<file path="src/rtl/tdadsr_pkg.sv">
// ----------------------------------------------------------------------------
// tdadsr_pkg : shared types and constants for the table-driven envelope
// Codes, stream field widths, control structs and the state encodings used
// by the engine, the serial divider and the port checker.
// ----------------------------------------------------------------------------
package tdadsr_pkg;

	// table geometry
	localparam int TABLE_DEPTH_DEF = 32;

	// stream widths
	localparam int IN_TDATA_W  = 40;
	localparam int IN_TUSER_W  = 2;
	localparam int OUT_TDATA_W = 24;
	localparam int CFG_DATA_W  = 31;

	// item kinds carried on tuser
	localparam logic [1:0] ACT_TICK  = 2'd0;
	localparam logic [1:0] ACT_WRITE = 2'd1;
	localparam logic [1:0] ACT_START = 2'd2;

	// register indexes
	localparam logic [1:0] CFG_UPF     = 2'd0;
	localparam logic [1:0] CFG_SUSTAIN = 2'd1;
	localparam logic [1:0] CFG_FADE    = 2'd2;

	// special entry delays
	localparam logic [15:0] DLY_DISABLE = 16'h0000;
	localparam logic [15:0] DLY_HANG    = 16'hFFFF;
	localparam logic [15:0] DLY_GOTO    = 16'hFFFE;
	localparam logic [15:0] DLY_RESTART = 16'hFFFD;

	// pending request bits
	localparam int REQ_HANG    = 0;
	localparam int REQ_DECAY   = 1;
	localparam int REQ_RELEASE = 2;

	// target = round(arg^2 * 2^30 / 32767^2)
	localparam logic [29:0] TGT_DENOM = 30'd1073676289;
	localparam logic [29:0] TGT_BIAS  = 30'd536838144;

	localparam logic [16:0] SUS_TICKS = 17'd128;

	// divider step counts
	localparam logic [5:0] STEPS_TGT  = 6'd31;
	localparam logic [5:0] STEPS_RAMP = 6'd32;
	localparam logic [5:0] STEPS_GOTO = 6'd16;

	typedef enum logic [3:0] {
		PH_DISABLED = 4'd0,
		PH_INITIAL  = 4'd1,
		PH_START    = 4'd2,
		PH_LOOP     = 4'd3,
		PH_FADE     = 4'd4,
		PH_HANG     = 4'd5,
		PH_DECAY    = 4'd6,
		PH_RELEASE  = 4'd7,
		PH_SUSTAIN  = 4'd8
	} phase_t;

	typedef enum logic [3:0] {
		ST_IDLE,
		ST_STEP,
		ST_READ,
		ST_LOAD,
		ST_GOTO,
		ST_TGT_GO,
		ST_TGT,
		ST_RAMP_GO,
		ST_RAMP,
		ST_FADE,
		ST_DR,
		ST_SUS,
		ST_FINISH,
		ST_EMIT
	} st_t;

	typedef struct packed {
		logic [1:0]         action;
		logic [4:0]         entry_index;
		logic signed [15:0] entry_delay;
		logic signed [15:0] entry_arg;
		logic               hang_request;
		logic               decay_request;
		logic               release_request;
	} item_t;

	typedef struct packed {
		logic [3:0]  updates_per_frame;
		logic [30:0] sustain_level;
		logic [30:0] fade_out_step;
	} cfg_t;

	typedef struct packed {
		logic        valid;
		logic [15:0] level;
		logic [3:0]  phase;
	} res_t;

	typedef struct packed {
		logic        start;
		logic [30:0] rem;
		logic [31:0] bits;
		logic [29:0] divisor;
		logic [5:0]  steps;
	} div_req_t;

	typedef struct packed {
		logic        done;
		logic [31:0] quot;
		logic [30:0] rem;
	} div_rsp_t;

endpackage

</file>
<file path="src/rtl/tdadsr_div.sv">
// ----------------------------------------------------------------------------
// tdadsr_div : bit-serial restoring divider
// One quotient bit per cycle; dividend bits shift in MSB first while the
// quotient shifts into the same register from the bottom.
// ----------------------------------------------------------------------------
module tdadsr_div (
	input  logic                 clk,
	input  logic                 arst_n,
	input  tdadsr_pkg::div_req_t req,
	output tdadsr_pkg::div_rsp_t rsp
);

	logic [31:0] sh_q;
	logic [30:0] rem_q;
	logic [29:0] dvs_q;
	logic [5:0]  cnt_q;
	logic        busy_q;
	logic        done_q;

	logic [31:0] trial;
	logic [31:0] diff;
	logic        ge;

	assign trial = {rem_q, sh_q[31]};
	assign diff  = trial - {2'b00, dvs_q};
	assign ge    = trial >= {2'b00, dvs_q};

	always_ff @(posedge clk or negedge arst_n) begin
		if (!arst_n) begin
			busy_q <= 1'b0;
			cnt_q  <= '0;
			done_q <= 1'b0;
		end else begin
			done_q <= 1'b0;
			if (req.start) begin
				busy_q <= 1'b1;
				cnt_q  <= req.steps;
			end else if (busy_q) begin
				cnt_q <= cnt_q - 6'd1;
				if (cnt_q == 6'd1) begin
					busy_q <= 1'b0;
					done_q <= 1'b1;
				end
			end
		end
	end

	always_ff @(posedge clk) begin
		if (req.start) begin
			sh_q  <= req.bits;
			rem_q <= req.rem;
			dvs_q <= req.divisor;
		end else if (busy_q) begin
			sh_q  <= {sh_q[30:0], ge};
			rem_q <= ge ? diff[30:0] : trial[30:0];
		end
	end

	assign rsp.done = done_q;
	assign rsp.quot = sh_q;
	assign rsp.rem  = rem_q;

endmodule

</file>
<file path="src/rtl/tdadsr_engine.sv">
// ----------------------------------------------------------------------------
// tdadsr_engine : envelope sequencer with entry table
// Holds the envelope state and the entry memory, walks one tick per item and
// hands the divisions to the serial divider.
// ----------------------------------------------------------------------------
module tdadsr_engine #(
	parameter int TABLE_DEPTH = tdadsr_pkg::TABLE_DEPTH_DEF
) (
	input  logic              clk,
	input  logic              arst_n,
	input  tdadsr_pkg::item_t item,
	input  logic              accept,
	output logic              ready,
	input  tdadsr_pkg::cfg_t  cfg,
	input  logic              out_free,
	output tdadsr_pkg::res_t  res
);

	localparam int AW = $clog2(TABLE_DEPTH);

	tdadsr_pkg::st_t    st_q, st_d;
	tdadsr_pkg::phase_t phase_q;

	logic [AW-1:0]      pos_q;
	logic [16:0]        ticks_q;
	logic signed [31:0] level_q;
	logic signed [31:0] ramp_q;
	logic [2:0]         pend_q;
	logic               zero_q;

	logic [31:0] rd_q;
	logic [16:0] n_q;
	logic [30:0] sq_q;
	logic [32:0] num_q;
	logic        neg_q;

	logic [31:0] tbl_mem [TABLE_DEPTH];

	tdadsr_pkg::div_req_t div_req;
	tdadsr_pkg::div_rsp_t div_rsp;

	function automatic logic [31:0] sat32(input logic [32:0] v);
		if (v[32] != v[31])
			return v[32] ? 32'h8000_0000 : 32'h7FFF_FFFF;
		return v[31:0];
	endfunction

	// entry decode
	logic [15:0]        ent_dly;
	logic signed [15:0] ent_arg;
	logic               ent_disable, ent_hang, ent_goto, ent_restart, ent_normal;
	logic [14:0]        d_eff;
	logic [18:0]        prod;
	logic [16:0]        n_raw, n_new;
	logic signed [31:0] sq_full;

	assign ent_dly     = rd_q[15:0];
	assign ent_arg     = rd_q[31:16];
	assign ent_disable = ent_dly == tdadsr_pkg::DLY_DISABLE;
	assign ent_hang    = ent_dly == tdadsr_pkg::DLY_HANG;
	assign ent_goto    = ent_dly == tdadsr_pkg::DLY_GOTO;
	assign ent_restart = ent_dly == tdadsr_pkg::DLY_RESTART;
	assign ent_normal  = !(ent_disable || ent_hang || ent_goto || ent_restart);
	// other negative delays count as one tick
	assign d_eff       = ent_dly[15] ? 15'd1 : ent_dly[14:0];
	assign prod        = 19'(d_eff) * 19'(cfg.updates_per_frame);
	assign n_raw       = (d_eff >= 15'd4) ? prod[18:2] : 17'(d_eff);
	assign n_new       = (n_raw == 17'd0) ? 17'd1 : n_raw;
	assign sq_full     = ent_arg * ent_arg;

	// datapath
	logic [31:0] fade_lv, dr_lv, ramp_new, q;
	logic [32:0] dr_diff, tgt_num, num_mag;
	logic        sus_hit;
	logic [16:0] ticks_dec;
	logic [AW-1:0] pos_next;
	logic [15:0] lvl_out;

	assign fade_lv   = sat32({level_q[31], level_q} + {ramp_q[31], ramp_q});
	assign dr_diff   = {level_q[31], level_q} - {2'b00, cfg.fade_out_step};
	assign dr_lv     = sat32(dr_diff);
	assign sus_hit   = $signed({dr_lv[31], dr_lv}) < $signed({2'b00, cfg.sustain_level});
	assign ticks_dec = ticks_q - 17'd1;
	assign tgt_num   = {2'b00, div_rsp.quot[30:0]} - {level_q[31], level_q};
	assign num_mag   = num_q[32] ? (33'd0 - num_q) : num_q;
	assign q         = div_rsp.quot;
	assign ramp_new  = neg_q ? (32'd0 - q) : (q[31] ? 32'h7FFF_FFFF : q);
	assign pos_next  = (pos_q == AW'(TABLE_DEPTH - 1)) ? '0 : pos_q + 1'b1;

	always_comb begin
		if (level_q[31])
			lvl_out = 16'd0;
		else if (level_q[30:0] > 31'h4000_0000)
			lvl_out = 16'h8000;
		else
			lvl_out = level_q[30:15];
	end

	// next state
	always_comb begin
		st_d = st_q;
		case (st_q)
			tdadsr_pkg::ST_IDLE:
				if (accept && item.action == tdadsr_pkg::ACT_TICK)
					st_d = (phase_q == tdadsr_pkg::PH_DISABLED) ?
						tdadsr_pkg::ST_EMIT : tdadsr_pkg::ST_STEP;
			tdadsr_pkg::ST_STEP: begin
				case (phase_q)
					tdadsr_pkg::PH_INITIAL:
						st_d = pend_q[tdadsr_pkg::REQ_HANG] ?
							tdadsr_pkg::ST_FINISH : tdadsr_pkg::ST_READ;
					tdadsr_pkg::PH_START, tdadsr_pkg::PH_LOOP:
						st_d = tdadsr_pkg::ST_READ;
					tdadsr_pkg::PH_FADE: st_d = tdadsr_pkg::ST_FADE;
					tdadsr_pkg::PH_DECAY, tdadsr_pkg::PH_RELEASE:
						st_d = tdadsr_pkg::ST_DR;
					tdadsr_pkg::PH_SUSTAIN: st_d = tdadsr_pkg::ST_SUS;
					default: st_d = tdadsr_pkg::ST_FINISH;
				endcase
			end
			tdadsr_pkg::ST_READ: st_d = tdadsr_pkg::ST_LOAD;
			tdadsr_pkg::ST_LOAD: begin
				if (ent_goto)
					st_d = tdadsr_pkg::ST_GOTO;
				else if (ent_normal)
					st_d = tdadsr_pkg::ST_TGT_GO;
				else
					st_d = tdadsr_pkg::ST_FINISH;
			end
			tdadsr_pkg::ST_GOTO: if (div_rsp.done) st_d = tdadsr_pkg::ST_FINISH;
			tdadsr_pkg::ST_TGT_GO: st_d = tdadsr_pkg::ST_TGT;
			tdadsr_pkg::ST_TGT: if (div_rsp.done) st_d = tdadsr_pkg::ST_RAMP_GO;
			tdadsr_pkg::ST_RAMP_GO: st_d = tdadsr_pkg::ST_RAMP;
			tdadsr_pkg::ST_RAMP: if (div_rsp.done) st_d = tdadsr_pkg::ST_FADE;
			tdadsr_pkg::ST_FADE, tdadsr_pkg::ST_DR, tdadsr_pkg::ST_SUS:
				st_d = tdadsr_pkg::ST_FINISH;
			tdadsr_pkg::ST_FINISH: st_d = tdadsr_pkg::ST_EMIT;
			tdadsr_pkg::ST_EMIT: if (out_free) st_d = tdadsr_pkg::ST_IDLE;
			default: st_d = tdadsr_pkg::ST_IDLE;
		endcase
	end

	// outputs
	always_comb begin
		ready   = st_q == tdadsr_pkg::ST_IDLE;
		div_req = '0;
		case (st_q)
			tdadsr_pkg::ST_LOAD: begin
				if (ent_goto) begin
					div_req.start   = 1'b1;
					div_req.bits    = {rd_q[31:16], 16'h0000};
					div_req.divisor = 30'(TABLE_DEPTH);
					div_req.steps   = tdadsr_pkg::STEPS_GOTO;
				end
			end
			tdadsr_pkg::ST_TGT_GO: begin
				div_req.start   = 1'b1;
				div_req.rem     = {1'b0, sq_q[30:1]};
				div_req.bits    = {sq_q[0], tdadsr_pkg::TGT_BIAS, 1'b0};
				div_req.divisor = tdadsr_pkg::TGT_DENOM;
				div_req.steps   = tdadsr_pkg::STEPS_TGT;
			end
			tdadsr_pkg::ST_RAMP_GO: begin
				div_req.start   = 1'b1;
				div_req.bits    = num_mag[31:0];
				div_req.divisor = {13'd0, n_q};
				div_req.steps   = tdadsr_pkg::STEPS_RAMP;
			end
			default: ;
		endcase
		res.valid = (st_q == tdadsr_pkg::ST_EMIT) && out_free;
		res.level = zero_q ? 16'd0 : lvl_out;
		res.phase = phase_q;
	end

	// envelope state
	always_ff @(posedge clk or negedge arst_n) begin
		if (!arst_n) begin
			st_q    <= tdadsr_pkg::ST_IDLE;
			phase_q <= tdadsr_pkg::PH_DISABLED;
			pos_q   <= '0;
			ticks_q <= '0;
			level_q <= '0;
			ramp_q  <= '0;
			pend_q  <= '0;
			zero_q  <= 1'b0;
		end else begin
			st_q <= st_d;
			case (st_q)
				tdadsr_pkg::ST_IDLE: begin
					if (accept) begin
						case (item.action)
							tdadsr_pkg::ACT_START: begin
								phase_q <= tdadsr_pkg::PH_INITIAL;
								pend_q  <= {2'b00, item.hang_request};
							end
							tdadsr_pkg::ACT_TICK: begin
								pend_q <= pend_q |
									{item.release_request, item.decay_request, 1'b0};
								zero_q <= phase_q == tdadsr_pkg::PH_DISABLED;
							end
							default: ;
						endcase
					end
				end
				tdadsr_pkg::ST_STEP: begin
					case (phase_q)
						tdadsr_pkg::PH_INITIAL: begin
							if (pend_q[tdadsr_pkg::REQ_HANG]) begin
								phase_q <= tdadsr_pkg::PH_HANG;
							end else begin
								pos_q   <= '0;
								phase_q <= tdadsr_pkg::PH_LOOP;
							end
						end
						tdadsr_pkg::PH_START: begin
							pos_q   <= '0;
							phase_q <= tdadsr_pkg::PH_LOOP;
						end
						default: ;
					endcase
				end
				tdadsr_pkg::ST_LOAD: begin
					if (ent_disable)
						phase_q <= tdadsr_pkg::PH_DISABLED;
					else if (ent_hang)
						phase_q <= tdadsr_pkg::PH_HANG;
					else if (ent_restart)
						phase_q <= tdadsr_pkg::PH_INITIAL;
				end
				tdadsr_pkg::ST_GOTO: begin
					if (div_rsp.done)
						pos_q <= div_rsp.rem[AW-1:0];
				end
				tdadsr_pkg::ST_RAMP: begin
					if (div_rsp.done) begin
						ramp_q  <= ramp_new;
						ticks_q <= n_q;
						phase_q <= tdadsr_pkg::PH_FADE;
						pos_q   <= pos_next;
					end
				end
				tdadsr_pkg::ST_FADE: begin
					level_q <= fade_lv;
					ticks_q <= ticks_dec;
					if (ticks_dec == 17'd0)
						phase_q <= tdadsr_pkg::PH_LOOP;
				end
				tdadsr_pkg::ST_DR: begin
					if (cfg.sustain_level != 31'd0 && phase_q == tdadsr_pkg::PH_DECAY) begin
						if (sus_hit) begin
							level_q <= {1'b0, cfg.sustain_level};
							ticks_q <= tdadsr_pkg::SUS_TICKS;
							phase_q <= tdadsr_pkg::PH_SUSTAIN;
						end else begin
							level_q <= dr_lv;
						end
					end else if (dr_lv[31]) begin
						level_q <= '0;
						phase_q <= tdadsr_pkg::PH_DISABLED;
					end else begin
						level_q <= dr_lv;
					end
				end
				tdadsr_pkg::ST_SUS: begin
					ticks_q <= ticks_dec;
					if (ticks_dec == 17'd0)
						phase_q <= tdadsr_pkg::PH_RELEASE;
				end
				tdadsr_pkg::ST_FINISH: begin
					// release beats decay and clears both
					if (pend_q[tdadsr_pkg::REQ_RELEASE]) begin
						phase_q <= tdadsr_pkg::PH_RELEASE;
						pend_q[tdadsr_pkg::REQ_RELEASE] <= 1'b0;
						pend_q[tdadsr_pkg::REQ_DECAY]   <= 1'b0;
					end else if (pend_q[tdadsr_pkg::REQ_DECAY]) begin
						phase_q <= tdadsr_pkg::PH_DECAY;
						pend_q[tdadsr_pkg::REQ_DECAY] <= 1'b0;
					end
				end
				default: ;
			endcase
		end
	end

	// working values for a table load
	always_ff @(posedge clk) begin
		if (st_q == tdadsr_pkg::ST_LOAD) begin
			n_q  <= n_new;
			sq_q <= sq_full[30:0];
		end
		if (st_q == tdadsr_pkg::ST_TGT && div_rsp.done)
			num_q <= tgt_num;
		if (st_q == tdadsr_pkg::ST_RAMP_GO)
			neg_q <= num_q[32];
	end

	// entry table: one write port, one registered read port
	logic          mem_we;
	logic [AW-1:0] wr_addr;

	assign mem_we  = accept && item.action == tdadsr_pkg::ACT_WRITE &&
		32'(item.entry_index) < TABLE_DEPTH;
	assign wr_addr = AW'(item.entry_index);

	always_ff @(posedge clk) begin
		if (mem_we)
			tbl_mem[wr_addr] <= {item.entry_arg, item.entry_delay};
		if (st_q == tdadsr_pkg::ST_READ)
			rd_q <= tbl_mem[pos_q];
	end

	tdadsr_div u_div (
		.clk    (clk),
		.arst_n (arst_n),
		.req    (div_req),
		.rsp    (div_rsp)
	);

endmodule

</file>
<file path="src/rtl/table_driven_adsr_envelope.sv">
// ----------------------------------------------------------------------------
// table_driven_adsr_envelope : table-driven ADSR envelope generator
// Stream wrapper: register file, input unpacking and the output register.
// ----------------------------------------------------------------------------
// Usage notes
//  - Input stream s_axis: tuser carries the item kind (tick, table write,
//    note start); tdata carries the entry fields and the request flags.
//  - Table writes and note starts are absorbed in the transaction cycle and
//    give no output; the block is ready again on the next cycle.
//  - Each tick gives exactly one m_axis transaction: level (UQ1.15, 0..1.0)
//    and the envelope phase.
//  - Tick path: a disabled envelope goes to EMIT; a hang step passes STEP,
//    FINISH, EMIT; a fade, decay, release or sustain step adds its update
//    state; an entry adds READ and LOAD, then the goto division, or the
//    target and ramp divisions and FADE for a new ramp. Divisions run on the
//    bit-serial divider, one quotient bit per clock (16, 31 and 32 steps).
//  - One item is in flight at a time; s_axis_tready is low from a tick
//    transaction until its result sits in the output register.
//  - Output stall: the result waits in the single output register; the
//    engine holds its next result until that register is free.
//  - Reset clears the envelope state and the registers (updates_per_frame
//    to 1). The entry table is not cleared: write entries before use.
//  - User must write registers via cfg_we/cfg_index/cfg_data only while idle; not enforced.
// ----------------------------------------------------------------------------
module table_driven_adsr_envelope #(
	parameter int TABLE_DEPTH = tdadsr_pkg::TABLE_DEPTH_DEF
) (
	input  logic                                clk,
	input  logic                                arst_n,
	// slave side
	input  logic                                s_axis_tvalid,
	output logic                                s_axis_tready,
	// [4:0] entry_index, [20:5] entry_delay, [36:21] entry_arg,
	// [37] hang_request, [38] decay_request, [39] release_request
	input  logic [tdadsr_pkg::IN_TDATA_W-1:0]  s_axis_tdata,
	// [1:0] action
	input  logic [tdadsr_pkg::IN_TUSER_W-1:0]  s_axis_tuser,
	// master side
	output logic                                m_axis_tvalid,
	input  logic                                m_axis_tready,
	// [15:0] level, [19:16] phase, [23:20] zero
	output logic [tdadsr_pkg::OUT_TDATA_W-1:0] m_axis_tdata,
	// register write port
	input  logic                                cfg_we,
	input  logic [1:0]                          cfg_index,
	input  logic [tdadsr_pkg::CFG_DATA_W-1:0]  cfg_data
);

	tdadsr_pkg::item_t item;
	tdadsr_pkg::cfg_t  cfg;
	tdadsr_pkg::res_t  res;

	logic        accept;
	logic        ready;
	logic        out_free;

	// register file
	logic [3:0]  upf_q;
	logic [30:0] sus_q;
	logic [30:0] fade_q;

	always_ff @(posedge clk or negedge arst_n) begin
		if (!arst_n) begin
			upf_q  <= 4'd1;
			sus_q  <= '0;
			fade_q <= '0;
		end else if (cfg_we) begin
			case (cfg_index)
				tdadsr_pkg::CFG_UPF:     upf_q  <= cfg_data[3:0];
				tdadsr_pkg::CFG_SUSTAIN: sus_q  <= cfg_data;
				tdadsr_pkg::CFG_FADE:    fade_q <= cfg_data;
				default: ;
			endcase
		end
	end

	assign cfg.updates_per_frame = upf_q;
	assign cfg.sustain_level     = sus_q;
	assign cfg.fade_out_step     = fade_q;

	// input unpacking
	assign item.action          = s_axis_tuser;
	assign item.entry_index     = s_axis_tdata[4:0];
	assign item.entry_delay     = s_axis_tdata[20:5];
	assign item.entry_arg       = s_axis_tdata[36:21];
	assign item.hang_request    = s_axis_tdata[37];
	assign item.decay_request   = s_axis_tdata[38];
	assign item.release_request = s_axis_tdata[39];

	assign s_axis_tready = ready;
	assign accept        = s_axis_tvalid && ready;

	// output register; frees in the same cycle as its transaction
	logic        out_valid_q;
	logic [15:0] out_level_q;
	logic [3:0]  out_phase_q;

	assign out_free = !out_valid_q || m_axis_tready;

	always_ff @(posedge clk or negedge arst_n) begin
		if (!arst_n)
			out_valid_q <= 1'b0;
		else if (res.valid)
			out_valid_q <= 1'b1;
		else if (m_axis_tready)
			out_valid_q <= 1'b0;
	end

	always_ff @(posedge clk) begin
		if (res.valid) begin
			out_level_q <= res.level;
			out_phase_q <= res.phase;
		end
	end

	assign m_axis_tvalid = out_valid_q;
	assign m_axis_tdata  = {4'd0, out_phase_q, out_level_q};

	tdadsr_engine #(
		.TABLE_DEPTH (TABLE_DEPTH)
	) u_engine (
		.clk      (clk),
		.arst_n   (arst_n),
		.item     (item),
		.accept   (accept),
		.ready    (ready),
		.cfg      (cfg),
		.out_free (out_free),
		.res      (res)
	);

endmodule

</file>
<file path="config.mk">
export PLATFORM = sky130hd
export DESIGN_NAME = table_driven_adsr_envelope
export DESIGN_NICKNAME = d
export VERILOG_FILES = /design/src/rtl/tdadsr_pkg.sv /design/src/rtl/tdadsr_div.sv /design/src/rtl/tdadsr_engine.sv /design/src/rtl/table_driven_adsr_envelope.sv
export SDC_FILE = /design/constraint.sdc
export NUM_CORES = 2
export LEC_CHECK = 0
export ABC_AREA = 1
export BUFFER_PORTS_ARGS = -buffer_cell sky130_fd_sc_hd__buf_2
export CORE_UTILIZATION = 60
export CTS_CLUSTER_DIAMETER = 40
export DETAILED_ROUTE_END_ITERATION = 16
export PLACE_DENSITY_LB_ADDON = 0.08
export SLEW_MARGIN = 40
export SYNTH_ARGS = -nofsm -noshare
export SYNTH_HDL_FRONTEND = slang
export SYNTH_HIERARCHICAL = 1
export SYNTH_SLANG_ARGS = --single-unit
export TNS_END_PERCENT = 50
</file>
<file path="constraint.sdc">
create_clock -name clk -period 9.32 [get_ports clk]
set_input_delay 0 -clock clk [delete_from_list [all_inputs] [get_ports clk]]
set_output_delay 0 -clock clk [all_outputs]
set_load 0.02 [all_outputs]
</file>
# Yosys cells after proc, flatten, opt, wreduce, memory -nomap -nowiden
# Memory sizes are Yosys's and may differ from the RTL's. A register that Yosys moved wholly into a read port is not among the register bits.
# Index checks and enable logic that the tools add are counted.
# word_totals
register_bits,368
mem_bits_rw,1024
in_bits,80
output_inout_bits,26
wordCells,217
memories,1
# op_classes
addsub,9
n_mul,2
order_cmp,4
n_eq_ne,49
n_mux,80
bitwise,1
reduce_logical,45
# mem_list
name,words,word_bits,rd,rd_clocked_by_memory_dff,write_ports,line_no,rtl
u_engine.tbl_mem,32,32,1,1,1,tdadsr_engine.sv:37,logic [31:0] tbl_mem [TABLE_DEPTH];
# ops
operator,count
two-way mux 32 bit,12
one-hot mux 68 bit (3 select lines),1
two-way mux 31 bit,5
two-way mux 4 bit,22
two-way mux 17 bit,4
two-way mux 68 bit,1
subtractor 32 x 32 -> 33 bit,2
one-hot mux 32 bit (2 select lines),1
"subtractor 1 x 32 -> 32 bit, first input constant",2
one-hot mux 17 bit (3 select lines),1
"== test 16 bit, second input constant",3
one-hot mux 4 bit (12 select lines),1
zero test 17 bit,2
adder 32 x 32 -> 33 bit,1
>= comparator 32 x 30 -> 1 bit,1
< comparator 32 bit,1
one-hot mux 4 bit (8 select lines),1
"> comparator 31 bit, second input constant",1
multiplier 16 x 16 -> 31 bit,1
nonzero test 31 bit,1
subtractor 31 x 30 -> 31 bit,1
two-way mux 30 bit,1
"== test 4 x 3 -> 1 bit, second input constant",7
"== test 4 bit, second input constant",7
48 further kinds,110

# Longest topological paths before layout
# logic_depth
ltp_word,8
depth_mapped,36
mapped_depth_nobuf,35

# Modules after synthesis
# The synthesis kept the hierarchy.
# by_module_without_submodules
module,n_inst,cells_per_inst,area_per_inst_um2,seq_area_each_um2
tdadsr_engine,1,6831,68192.9,36595.1
tdadsr_div,1,976,7009.2,2992.9
table_driven_adsr_envelope,1,330,3498.4,2278.4

# Worst setup path before layout
# No wires, ideal clock.
# synth_timing
path_type,register to register
from,reg u_engine.st_q[3]
to,"reg u_engine.u_div.rem_q[0], enable pin"
setup_time_ps,421
arrival_time_ps,6064
required_time_ps,8899
path_slack_ps,2835
path_stages_with_launch,11
n_path_buf,3
synth_period_minus_slack_ps,6485
path_cell_list,dfrtp_1 > clkbuf_1 > nor2_1 > inv_1 > nor2_1 > nand2_1 > clkbuf_1 > nand2_1 > clkbuf_1 > nor2_1 > inv_1
# synth_lines
item,line_no,rtl
"start, declared",tdadsr_engine.sv:21,"tdadsr_pkg::st_t st_q, st_d;"
"start signal, assigned",tdadsr_engine.sv:179,st_q <= tdadsr_pkg::ST_IDLE;
"start signal, assigned",tdadsr_engine.sv:188,st_q <= st_d;
"end signal, assigned",tdadsr_div.sv:51,rem_q <= req.rem;
"end signal, assigned",tdadsr_div.sv:55,rem_q <= ge ? diff[30:0] : trial[30:0];
"end, declared",tdadsr_div.sv:14,logic [30:0] rem_q;

# Final worst setup path
# layout_timing
from,"reg u_engine.rd_q[31], read port of u_engine.tbl_mem"
to,"reg u_engine.sq_q[24], data pin"
# layout_between
elab_chain_len,1
# layout_rtl
item,line_no,rtl
"start, declared",tdadsr_engine.sv:31,logic [31:0] rd_q;
multiplier 16 x 16 -> 31 bit,tdadsr_engine.sv:69,assign sq_full = ent_arg * ent_arg;
net u_engine.sq_full[24],tdadsr_engine.sv:55,logic signed [31:0] sq_full;
"end signal, assigned",tdadsr_engine.sv:290,sq_q <= sq_full[30:0];
"end, declared",tdadsr_engine.sv:33,logic [30:0] sq_q;
# The timed path passes the listed nets, and every way through them passes these cells.
# A chain may end at the register's enable or synchronous reset.

==> flow_summary.json <==
{
  "min_delay_path_depth": 4,
  "crit_family": "adder cells",
  "io_buffers": 101,
  "powerDensity_nw_per_um2": 419,
  "drt_first_pass_iters": 8,
  "finish.utilization_pct": 68.3,
  "total_power_mw": 37.2,
  "path_common_cell": "fa_1",
  "overflow": 0,
  "crit_chain": "clkinv_1 -> nor2_1 -> fa_1 -> inv_1 -> fa_1 -> fa_1 -> inv_1 -> fa_1 -> inv_1 -> fa_1 -> inv_1 -> fa_1 -> ha_1 -> nand2_1 -> nor2_1 -> inv_1 -> nor3_1 -> a21oi_1 -> o21ai_1 -> a31oi_1 -> o21ai_1 -> xor2_1",
  "p_int_mw": 20.1,
  "slowest_stage": "edfxtp_1",
  "synth_edf_count": 1250,
  "numCtsBuffers": 182,
  "gp_congestion": 0.970,
  "swShare_pct": 45.8,
  "die_w_um": 364,
  "grt_max_degree": 203,
  "cts-root-buf": "clkbuf_16",
  "status": "finished, final reports clean",
  "regArea_um2": 41900,
  "final_cell_area_um2": 88600,
  "synth_area_per_cell_um2": 9.67,
  "grt_pass1_vias": 58354,
  "post-route-min-period_ps": 6760,
  "critPathKind": "flop to flop",
  "cts_tree": "yes",
  "avgViaCountPerCell": 5.94,
  "drc": 0,
  "grt_use_met1_pct": 45.8,
  "worst_pin_slew_ps": 934,
  "cp.depth": 22,
  "crit_path_end_kind": "flop",
  "post_cts_buffers": 0,
  "row_count": 132,
  "num-fill-cells": 10033,
  "syn2layout_area_growth_pct": 12.6,
  "avgRoutedWirePerCell_um": 22.1,
  "critPathLaunchType": "flop",
  "rsz0062_at_grt": "false",
  "path_buf_inv": 6,
  "place_area_um2": 80900,
  "finalSetupViolCount": 0,
  "slew_headroom_pct": 37.8,
  "holdWs_ps": 45.1,
  "clkSinkCount": 1423,
  "hold_path.class": "primary input to flop",
  "ys_warn_count": 6,
  "layout-drive-gt1-share_pct": 7.43,
  "rr_worst_depth": 22,
  "timing.final.hold_violations": 0,
  "post-route-period-util_pct": 72.6,
  "cp.required_ps": 9850,
  "grt.busiest_layer": "met2",
  "peakVddDrop_uv": 899,
  "yosysSeqAreaShare_pct": 53.2,
  "netlist_area_um2": 78700,
  "multi_input_area_um2": 31700,
  "fin_setup_tns_ps": 0,
  "antenna_found_initial": 3,
  "layout_setup_ws_ps": 2560,
  "htreeDepth": 4,
  "async_reset_ff_share_pct": 12.2,
  "p_leak_nw": 36.6,
  "cp_slowest_stage_delay_ps": 900,
  "clkTransAtPathRegs_ps": 60,
  "pre_cts_slack_ps": 2630,
  "track_usage_pct": 34.1,
  "dp_hpwl_um": 146000,
  "worstPathArrival_ps": 7290,
  "synth_seq_cells": 1423,
  "die-area_um2": 133000,
  "ant_nets": 0,
  "p_clk_share_pct": 19.3,
  "drt-total-wl_um": 225000,
  "use_met3_pct": 5.72,
  "pwr-share-comb_pct": 56.3,
  "cap_viol_max_count": 0,
  "grt_util_met2_pct": 55.4,
  "start_util_pct": 60.6,
  "clock_latency_ps": 820,
  "drt_iter0_drc": 6413,
  "synth_flop_cell": "edfxtp_1",
  "synth.distinct_cells": 68,
  "drv_slew": 0,
  "nets": 8864,
  "design.core.area_um2": 130000,
  "clock_skew_ps": 47.3,
  "io_pins": 106,
  "fmax_mhz": 148,
  "fp.dieH_um": 364,
  "switching_power_mw": 17.0,
  "vias": 60328,
  "fin_cells": 10157,
  "synth_cells": 8137,
  "p_seq_share_pct": 24.4,
  "crit_path_max_fanout": 24,
  "dpl.cell_count": 9691,
  "clockBufferDepth": 3,
  "grt_pass1_wl_um": 342000
}
-- registers in the layout (all words and copies together) (netlist names), 16 cells and up --
register / count
fade_q: 31
u_engine/u_div/rem_q: 31
u_engine/u_div/sh_q: 32
u_engine/tbl_mem: 1024
u_engine/rd_q: 32
out_level_q: 16
u_engine/n_q: 17
u_engine/ticks_q: 17
u_engine/level_q: 32
sus_q: 31
u_engine/sq_q: 30
u_engine/ramp_q: 32
u_engine/num_q: 33
u_engine/u_div/dvs_q: 30
-- layer usage --
metal | share of wire, % | wire length, um
met1 | 40 | 90000
met2 | 47 | 107000
met3 | 8.5 | 19100
met4 | 4.1 | 9130
met5 | 0.042 | 94
-- layout by cell type, fill, tap and decap left out, drive strengths merged, types with 181 or more instances in the layout --
| cell type | count |
|---|---|
| a21oi | 273 |
| buf | 188 |
| clkbuf | 216 |
| edfxtp | 1250 |
| fa | 263 |
| ha | 262 |
| inv | 1046 |
| nand2 | 1464 |
| nand3 | 181 |
| nor2 | 1053 |
| o21ai | 859 |
| o22ai | 320 |
-- power by group through the flow --
stage / Sequential (mW) / Combinational, mW / Clock [mW]
2_1_floorplan: 8.79 / 15.4 / 0
3_3_place_gp: 9.17 / 20.3 / 0
3_5_place_dp: 9.17 / 20.5 / 0
4_1_cts: 9.05 / 20.7 / 7.24
5_1_grt: 9.11 / 23.6 / 7.49
6_report: 9.06 / 20.9 / 7.17
-- tightest hold or removal path, delay by kind of cell --
| kind | cells | cell delay (ps) |
|---|---|---|
| buffers and inverters | 2 | 640 |
| AND/OR/NAND/NOR | 2 | 140 |
-- final timing paths --
path	start	to	slack, ps
min in group asynchronous	arst_n	u_engine/ramp_q[22]$_DFFE_PN0P_	390
worst min register to register	fade_q[21]$_DFFE_PN0P_	fade_q[21]$_DFFE_PN0P_	470
worst max register to register	u_engine/rd_q[31]$_DFFE_PP_	u_engine/sq_q[24]$_DFFE_PP_	2560
max in group asynchronous	arst_n	u_engine/pos_q[0]$_DFFE_PN0P_	8150
worst min-delay path	cfg_data[11]	fade_q[11]$_DFFE_PN0P_	50
worst max-delay path	u_engine/rd_q[31]$_DFFE_PP_	u_engine/sq_q[24]$_DFFE_PP_	2560
-- Yosys cell counts, types with 15 or more instances --
master	n	area (um2)
o21ai_0	808	4040
o211ai_1	23	173
inv_2	22	82.6
a31oi_1	32	200
nand2_1	1443	5420
o21ai_1	50	250
clkbuf_1	311	1170
edfxtp_1	1250	37500
nor4_1	30	188
ha_1	262	3280
a21boi_1	17	128
o22ai_1	320	2000
a21o_1	16	120
nand2_2	16	100
inv_1	995	3730
o21a_1	15	113
dfrtp_1	172	4300
nor2_1	1042	3910
nand3b_1	22	165
o31ai_1	17	128
fa_1	263	5270
nand4_1	107	669
buf_2	25	125
xor2_1	98	858
nor3_1	75	375
nand3_1	176	881
o21bai_1	15	113
xnor2_1	80	701
a21oi_1	270	1350
-- final cells by class --
type	count	share of cell area, %
Tap cell	1742	2.46
Antenna cell	2	0.00565
Inverter	1026	4.37
Clock inverter	122	1.70
Multi-Input combinational cell	5318	35.8
Timing Repair Buffer	308	2.96
Sequential cell	1423	47.3
Clock buffer	216	5.43
-- cell families after synthesis --
| family | after synthesis | share of synthesized area [%] |
|---|---|---|
| other | 2 | 0.00954 |
| and+or+nand+nor | 2959 | 15.4 |
| adders and majority gates | 525 | 10.9 |
| DFF | 1423 | 53.2 |
| xor gates and xnor gates | 178 | 1.98 |
| buffers and inverters | 1400 | 6.89 |
| AOI/OAI and AO/OA | 1650 | 11.7 |
-- timing repair --
item	4_1_cts	5_1_grt
hold endpoints to repair	1287	6
hold buffers	118	3
gates resized for setup	0	0
Note: power is estimated with default switching activity, not from simulation.
